## config.mk

```make
export PLATFORM = sky130hd
export DESIGN_NAME = proper_divisor_sum
export DESIGN_NICKNAME = d
export VERILOG_FILES = /design/src/hdl/pds_pkg.sv /design/src/hdl/proper_divisor_sum.sv /design/src/hdl/pds_divider.sv
export SDC_FILE = /design/constraint.sdc
export NUM_CORES = 1
export LEC_CHECK = 0
export BUFFER_PORTS_ARGS = -buffer_cell sky130_fd_sc_hd__buf_2
export CAP_MARGIN = 30
export CORE_MARGIN = 3
export CORE_UTILIZATION = 65
export CTS_BUF_LIST = sky130_fd_sc_hd__clkbuf_8
export CTS_CLUSTER_SIZE = 10
export DETAILED_ROUTE_END_ITERATION = 8
export GPL_ROUTABILITY_DRIVEN = 0
export PLACE_DENSITY = 0.84
export SYNTH_ARGS = -nofsm -noshare
export SYNTH_HDL_FRONTEND = slang
export SYNTH_SLANG_ARGS = --single-unit
```

## constraint.sdc

```tcl
create_clock -name clk -period 7.8 [get_ports clk]
set_input_delay 0.78 -clock clk [delete_from_list [all_inputs] [get_ports clk]]
set_output_delay 0.78 -clock clk [all_outputs]
set_load 0.02 [all_outputs]
```

## src/hdl/pds_pkg.sv

```systemverilog
// ---------------------------------------------------------------------------
// pds_pkg
// Shared widths, handshake structs and helpers for the proper divisor sum.
// ---------------------------------------------------------------------------
`default_nettype none

package pds_pkg;

    // width of the incoming number and of the running sum
    localparam int NUMBER_BITS = 20;
    localparam int SUM_BITS    = 22;

    // bit counter of the serial divider, counts 0 .. NUMBER_BITS-1 while busy
    localparam int CNT_BITS    = (NUMBER_BITS > 1) ? $clog2(NUMBER_BITS) : 1;

    // request into the serial divider
    typedef struct packed {
        logic                   start;
        logic [NUMBER_BITS-1:0] dividend;
        logic [NUMBER_BITS-1:0] divisor;
    } div_req_t;

    // response from the serial divider
    typedef struct packed {
        logic                   done;
        logic [NUMBER_BITS-1:0] quotient;
        logic [NUMBER_BITS-1:0] remainder;
    } div_rsp_t;

    // fit a number-wide value into the sum width (extend or wrap)
    function automatic logic [SUM_BITS-1:0] to_sum(input logic [NUMBER_BITS-1:0] v);
        return SUM_BITS'(v);
    endfunction

endpackage

`default_nettype wire

```

## src/hdl/proper_divisor_sum.sv

```systemverilog
// ---------------------------------------------------------------------------
// proper_divisor_sum
// Sum of the proper divisors of a number by trial division, one serial
// divide per candidate divisor.
//
//   channel  dir  handshake            fields
//   -------  ---  -------------------  -------------------------
//   in       in   in_valid / in_stall  number [NUMBER_BITS]
//   out      out  out_valid/out_stall  divisor_sum [SUM_BITS]
//
// Candidates d = 2, 3, ... are tried until the quotient n/d drops below d,
// so floor(sqrt(n)) candidates are divided for n >= 2.
// Each candidate is one full divide in the bit-serial divider; 0 and 1
// skip the divider and go straight to the finish state.
// One word is worked on at a time; a finished sum sits in the output
// register, and the next word is taken while it waits. A second finished
// sum holds in the finish state while the output register is full and stalled.
// Reset clears the control state; nothing is kept between words.
// ---------------------------------------------------------------------------
`default_nettype none

module proper_divisor_sum
    import pds_pkg::*;
(
    input  wire logic                   clk,
    input  wire logic                   rst_n,
    input  wire logic                   in_valid,
    output logic                        in_stall,
    input  wire logic [NUMBER_BITS-1:0] number,
    output logic                        out_valid,
    input  wire logic                   out_stall,
    output logic [SUM_BITS-1:0]         divisor_sum
);

    typedef enum logic [2:0] {
        S_IDLE,
        S_LAUNCH,
        S_WAIT,
        S_FINISH
    } state_t;

    state_t                 state_reg;
    state_t                 state_next;
    logic [NUMBER_BITS-1:0] n_reg;
    logic [NUMBER_BITS-1:0] n_next;
    logic [NUMBER_BITS-1:0] d_reg;
    logic [NUMBER_BITS-1:0] d_next;
    logic [SUM_BITS-1:0]    total_reg;
    logic [SUM_BITS-1:0]    total_next;
    logic                   out_valid_reg;
    logic                   out_valid_next;
    logic [SUM_BITS-1:0]    out_sum_reg;
    logic [SUM_BITS-1:0]    out_sum_next;
    logic                   accept;
    logic                   hit;
    logic [SUM_BITS-1:0]    add_d;
    logic [SUM_BITS-1:0]    add_q;
    div_req_t               dv_req;
    div_rsp_t               dv_rsp;

    // serial divider shared by all candidates
    pds_divider u_divider (
        .clk   (clk),
        .rst_n (rst_n),
        .req   (dv_req),
        .rsp   (dv_rsp)
    );

    assign in_stall = (state_reg != S_IDLE);
    assign accept   = in_valid && !in_stall;

    assign dv_req.start    = (state_reg == S_LAUNCH);
    assign dv_req.dividend = n_reg;
    assign dv_req.divisor  = d_reg;

    // terms added for a candidate that divides evenly
    always_comb
    begin
        hit   = (dv_rsp.remainder == '0);
        add_d = hit ? to_sum(d_reg) : '0;
        add_q = (hit && (dv_rsp.quotient != d_reg)) ? to_sum(dv_rsp.quotient) : '0;
    end

    // sequencer over candidate divisors
    always_comb
    begin
        state_next     = state_reg;
        n_next         = n_reg;
        d_next         = d_reg;
        total_next     = total_reg;
        out_valid_next = out_valid_reg && out_stall;
        out_sum_next   = out_sum_reg;
        unique case (state_reg)
            S_IDLE:
            begin
                if (accept)
                begin
                    n_next = number;
                    d_next = NUMBER_BITS'(2);
                    if (number < NUMBER_BITS'(2))
                    begin
                        total_next = '0;
                        state_next = S_FINISH;
                    end
                    else
                    begin
                        total_next = SUM_BITS'(1);
                        state_next = S_LAUNCH;
                    end
                end
            end
            S_LAUNCH:
            begin
                state_next = S_WAIT;
            end
            S_WAIT:
            begin
                if (dv_rsp.done)
                begin
                    if (dv_rsp.quotient < d_reg)
                    begin
                        state_next = S_FINISH;
                    end
                    else
                    begin
                        total_next = total_reg + add_d + add_q;
                        d_next     = d_reg + NUMBER_BITS'(1);
                        state_next = S_LAUNCH;
                    end
                end
            end
            S_FINISH:
            begin
                if (!out_valid_reg || !out_stall)
                begin
                    out_valid_next = 1'b1;
                    out_sum_next   = total_reg;
                    state_next     = S_IDLE;
                end
            end
            default:
            begin
                state_next = S_IDLE;
            end
        endcase
    end

    // state and output valid register
    always_ff @(posedge clk or negedge rst_n)
    begin
        if (!rst_n)
        begin
            state_reg     <= S_IDLE;
            out_valid_reg <= 1'b0;
        end
        else
        begin
            state_reg     <= state_next;
            out_valid_reg <= out_valid_next;
        end
    end

    // working data
    always_ff @(posedge clk)
    begin
        n_reg       <= n_next;
        d_reg       <= d_next;
        total_reg   <= total_next;
        out_sum_reg <= out_sum_next;
    end

    assign out_valid   = out_valid_reg;
    assign divisor_sum = out_sum_reg;

    // divider only answers while the sequencer waits for it
    assert property (@(posedge clk) disable iff (!rst_n)
        dv_rsp.done |-> (state_reg == S_WAIT))
        else $error("divider done outside wait state");

    // an accepted word starts a divide or goes straight to the output
    assert property (@(posedge clk) disable iff (!rst_n)
        accept |=> (state_reg == S_LAUNCH || state_reg == S_FINISH))
        else $error("accepted word not started");

    // candidates start at two
    assert property (@(posedge clk) disable iff (!rst_n)
        (state_reg == S_LAUNCH) |-> (d_reg >= NUMBER_BITS'(2)))
        else $error("candidate divisor below two");

    // a new output word only comes from the finish state
    assert property (@(posedge clk) disable iff (!rst_n)
        $rose(out_valid_reg) |-> ($past(state_reg) == S_FINISH))
        else $error("output word loaded outside finish state");

endmodule

`default_nettype wire

```

## src/hdl/pds_divider.sv

```systemverilog
// ---------------------------------------------------------------------------
// pds_divider
// Bit-serial restoring divider: one quotient bit per cycle, the dividend
// shifting out of the quotient register as the quotient shifts in.
// ---------------------------------------------------------------------------
`default_nettype none

module pds_divider
    import pds_pkg::*;
(
    input  wire logic     clk,
    input  wire logic     rst_n,
    input  wire div_req_t req,
    output div_rsp_t      rsp
);

    logic                   busy_reg;
    logic                   busy_next;
    logic                   done_reg;
    logic                   done_next;
    logic [CNT_BITS-1:0]    count_reg;
    logic [CNT_BITS-1:0]    count_next;
    logic [NUMBER_BITS-1:0] rem_reg;
    logic [NUMBER_BITS-1:0] rem_next;
    logic [NUMBER_BITS-1:0] quo_reg;
    logic [NUMBER_BITS-1:0] quo_next;
    logic [NUMBER_BITS-1:0] divisor_reg;
    logic [NUMBER_BITS-1:0] divisor_next;
    logic [NUMBER_BITS:0]   trial;
    logic [NUMBER_BITS:0]   diff;
    logic                   fits;

    // one restoring step: bring down the next dividend bit, try a subtract
    always_comb
    begin
        trial = {rem_reg, quo_reg[NUMBER_BITS-1]};
        diff  = trial - {1'b0, divisor_reg};
        fits  = (trial >= {1'b0, divisor_reg});
    end

    // next state of the shift registers and counter
    always_comb
    begin
        busy_next    = busy_reg;
        done_next    = 1'b0;
        count_next   = count_reg;
        rem_next     = rem_reg;
        quo_next     = quo_reg;
        divisor_next = divisor_reg;
        if (busy_reg)
        begin
            rem_next   = fits ? diff[NUMBER_BITS-1:0] : trial[NUMBER_BITS-1:0];
            quo_next   = {quo_reg[NUMBER_BITS-2:0], fits};
            count_next = count_reg + CNT_BITS'(1);
            if (count_reg == CNT_BITS'(NUMBER_BITS - 1))
            begin
                busy_next = 1'b0;
                done_next = 1'b1;
            end
        end
        else if (req.start)
        begin
            busy_next    = 1'b1;
            count_next   = '0;
            rem_next     = '0;
            quo_next     = req.dividend;
            divisor_next = req.divisor;
        end
    end

    // control registers
    always_ff @(posedge clk or negedge rst_n)
    begin
        if (!rst_n)
        begin
            busy_reg  <= 1'b0;
            done_reg  <= 1'b0;
            count_reg <= '0;
        end
        else
        begin
            busy_reg  <= busy_next;
            done_reg  <= done_next;
            count_reg <= count_next;
        end
    end

    // data shift registers
    always_ff @(posedge clk)
    begin
        rem_reg     <= rem_next;
        quo_reg     <= quo_next;
        divisor_reg <= divisor_next;
    end

    assign rsp.done      = done_reg;
    assign rsp.quotient  = quo_reg;
    assign rsp.remainder = rem_reg;

endmodule

`default_nettype wire

```

==> flow_summary.toml <==
[status]
outcome = "finished, final reports clean"

[timing]
finClkSkew_ns = 0.0180
rsz0062_at_grt = "no"
max_slew_margin_pct = 34.1
worst_pin_slew_ns = 0.979
hold_viol_final = 0
tns_ns = 0
setup_viol = 0
fmax_mhz = 184
drv_slew = 0
min_period_over_period_pct = 69.6
period_needed_ns = 5.43

[clock_network]
cts_resized = 0
ctsRootBufferMaster = "clkbuf_8"
insertion_delay_ns = 0.46
numCtsBuffers = 17
htreeDepth = 4
postCtsSetupRepairBufs = 0
cts_max_path_buffers = 2
clk_pin_slew_ns = 0.09
clock_sinks = 154
postCtsHoldBufs = 0
cts_tree = "yes"

[critical_path]
rrSetupSlack_ns = 2.37
cp_max_fo = 20
cp.required_ns = 8.01
arrival_ns = 5.64
start_kind = "register"
cp-end-kind = "register"
critical_path_class = "register to register"
r2r_cells = 16

[global_route]
overflow = 0
grt_start_max_net_pins = 43
grt_pass1_wl_mm = 34.6
antenna_found_initial = 0
grtUsageTotal_pct = 27.8
first_global_vias = 6838

[route]
dr_wl_met2_mm = 10.1
first_pass_iters = 6
wl_mm = 21.0
top_layer_used = "met4"
dr_wl_met3_mm = 1.63
wl_per_cell_um = 20.0
dr.first_iter.drc_count = 748
vias_per_cell = 6.42
drt.antenna.violating_nets = 0
drc = 0
drt-met1-wl_mm = 8.67
vias = 6761

[placed_design]
placed_area_um2 = 9630
hpwl_mm = 15.1
numPortBuffers = 47

[yosys]
async_flop_share_pct = 6.49
seq_area_frac_synth_pct = 49.7
yosys_warnings = 0
syn_inst = 814
synth_nets = 922
synthFlopType = "edfxtp_1"
synthDistinctLibCells = 61
ys_seq_elements = 154
synth_area_leaders = "edfxtp_1 (47%), ha_1 (8.4%), fa_1 (4.8%)"
syn_area_um2 = 9210
synth.avg_cell_area_um2 = 11.3
synth_edf_count = 144
synth_top_area_cell = "edfxtp_1"
synth_top_area_share_pct = 46.9

[floorplanning]
dieArea_um2 = 15600
start_util_pct = 67.9
die_h_um = 125
die_x_um = 125
pin_count = 48
coreArea_um2 = 13600
core.rowCount = 42

[power_and_ir_drop]
p_per_area_nw_per_um2 = 178
pwr-share-comb_pct = 10.5
switching_power_uw = 435
power.share.switching_pct = 24.4
vdd_ir_drop_max_mv = 0.128
pwr-share-seq_pct = 53.7
p_int_uw = 1350
cellLeakagePower_uw = 0.00408
p_clk_share_pct = 35.8

[final_layout]
fin_nets = 972
mostFrequentLayoutCell = "edfxtp_1"
mostFrequentLayoutCells = "edfxtp_1 (144), nor2_1 (67), ha_1 (62)"
area_delta_synth_final_pct = 9.05
design_area_um2 = 10000
diodes = 0
layout-drive-gt1-share_pct = 13.5
fillers = 861

[min_path]
hold_class = "input pin to asynchronous set/reset pin"

[run]
max-cap-violations = 0
-- power groups by stage --
stage	clock network (uW)	registers [uW]	logic, uW
finish	639	958	188
global route	685	961	208
CTS	645	957	186
detailed placement	0	975	185
global placement	0	974	174
floorplan	0	966	143
-- routing by layer --
layer / up-vias / global-route usage [%]
met3: 69 / 7.21
met2: 346 / 44.4
met5: - / 0
met4: 0 / 10.3
met1: 3254 / 37.1
li1: 3092 / -
-- cell families after synthesis --
family / after synthesis / share of synthesized area (%)
muxes: 35 / 4.06
AOI/OAI and AO/OA: 154 / 10.9
xor gates and xnor gates: 47 / 4.47
adders and majority gates: 84 / 13.2
DFF: 154 / 49.7
and+or+nand+nor: 261 / 14.1
buffers and inverters: 79 / 3.56
-- layout make-up --
type	instances	area, um2	area share, %
repair buffers	55	303	3.01
clock buffers	20	275	2.74
flip-flops and latches	154	4570	45.5
clock inverters	12	145	1.44
well taps	176	220	2.19
multi-input cells	581	4320	43.0
inverters	55	206	2.06
-- stage by stage --
step	utilization [%]	total power, uW	setup slack [ns]	instances	hold WS (ns)
finish	74.1	1780	2.37	1053	0.170
global route	74.1	1850	2.04	1053	0.140
CTS	74.1	1790	2.52	1053	0.141
detailed placement	71.0	1160	2.61	1021	0.437
global placement	70.9	1150	2.85	1020	0.435
floorplan	-	1110	2.75	814	0.426
-- worst paths after layout --
kind                                       endpoint                 start
max reg2reg                           total_reg[15]  u_divider.rem_reg[5]
min reg2reg                u_divider.divisor_reg[8]              d_reg[8]
max in group asynchronous    u_divider.count_reg[0]                 rst_n
max                                   total_reg[15]  u_divider.rem_reg[5]
min in group clk           u_divider.divisor_reg[8]              d_reg[8]
min                          u_divider.count_reg[1]                 rst_n
-- worst max-delay path, cell delays in order, from the launching register on --
cell and delay, ns:
edfxtp_1 0.43, nor4_1 0.38, nand3_1 0.62, nor2_1 0.34, a21boi_0 0.22, buf_4 0.24, and2_1 0.17, fa_1 0.41
ha_1 0.24, fa_1 0.43, a211oi_1 0.41, o21bai_1 0.17, o21ai_0 0.25, a31oi_1 0.30, a41oi_1 0.33, xor2_1 0.16
nor2_1 0.05
-- Yosys cell counts, types with 10 or more instances --
| cell | n |
|---|---|
| a21o_1 | 22 |
| a21oi_1 | 49 |
| and2_1 | 26 |
| clkbuf_1 | 18 |
| dfrtp_1 | 10 |
| edfxtp_1 | 144 |
| fa_1 | 22 |
| ha_1 | 62 |
| inv_1 | 54 |
| mux2_2 | 19 |
| mux2i_1 | 16 |
| nand2_1 | 42 |
| nand3_1 | 29 |
| nand4_1 | 13 |
| nor2_1 | 68 |
| nor2b_1 | 10 |
| nor3_1 | 37 |
| nor4_1 | 11 |
| o21ai_0 | 32 |
| xnor2_1 | 29 |
| xor2_1 | 18 |
Note: power is estimated with default switching activity, not from simulation.
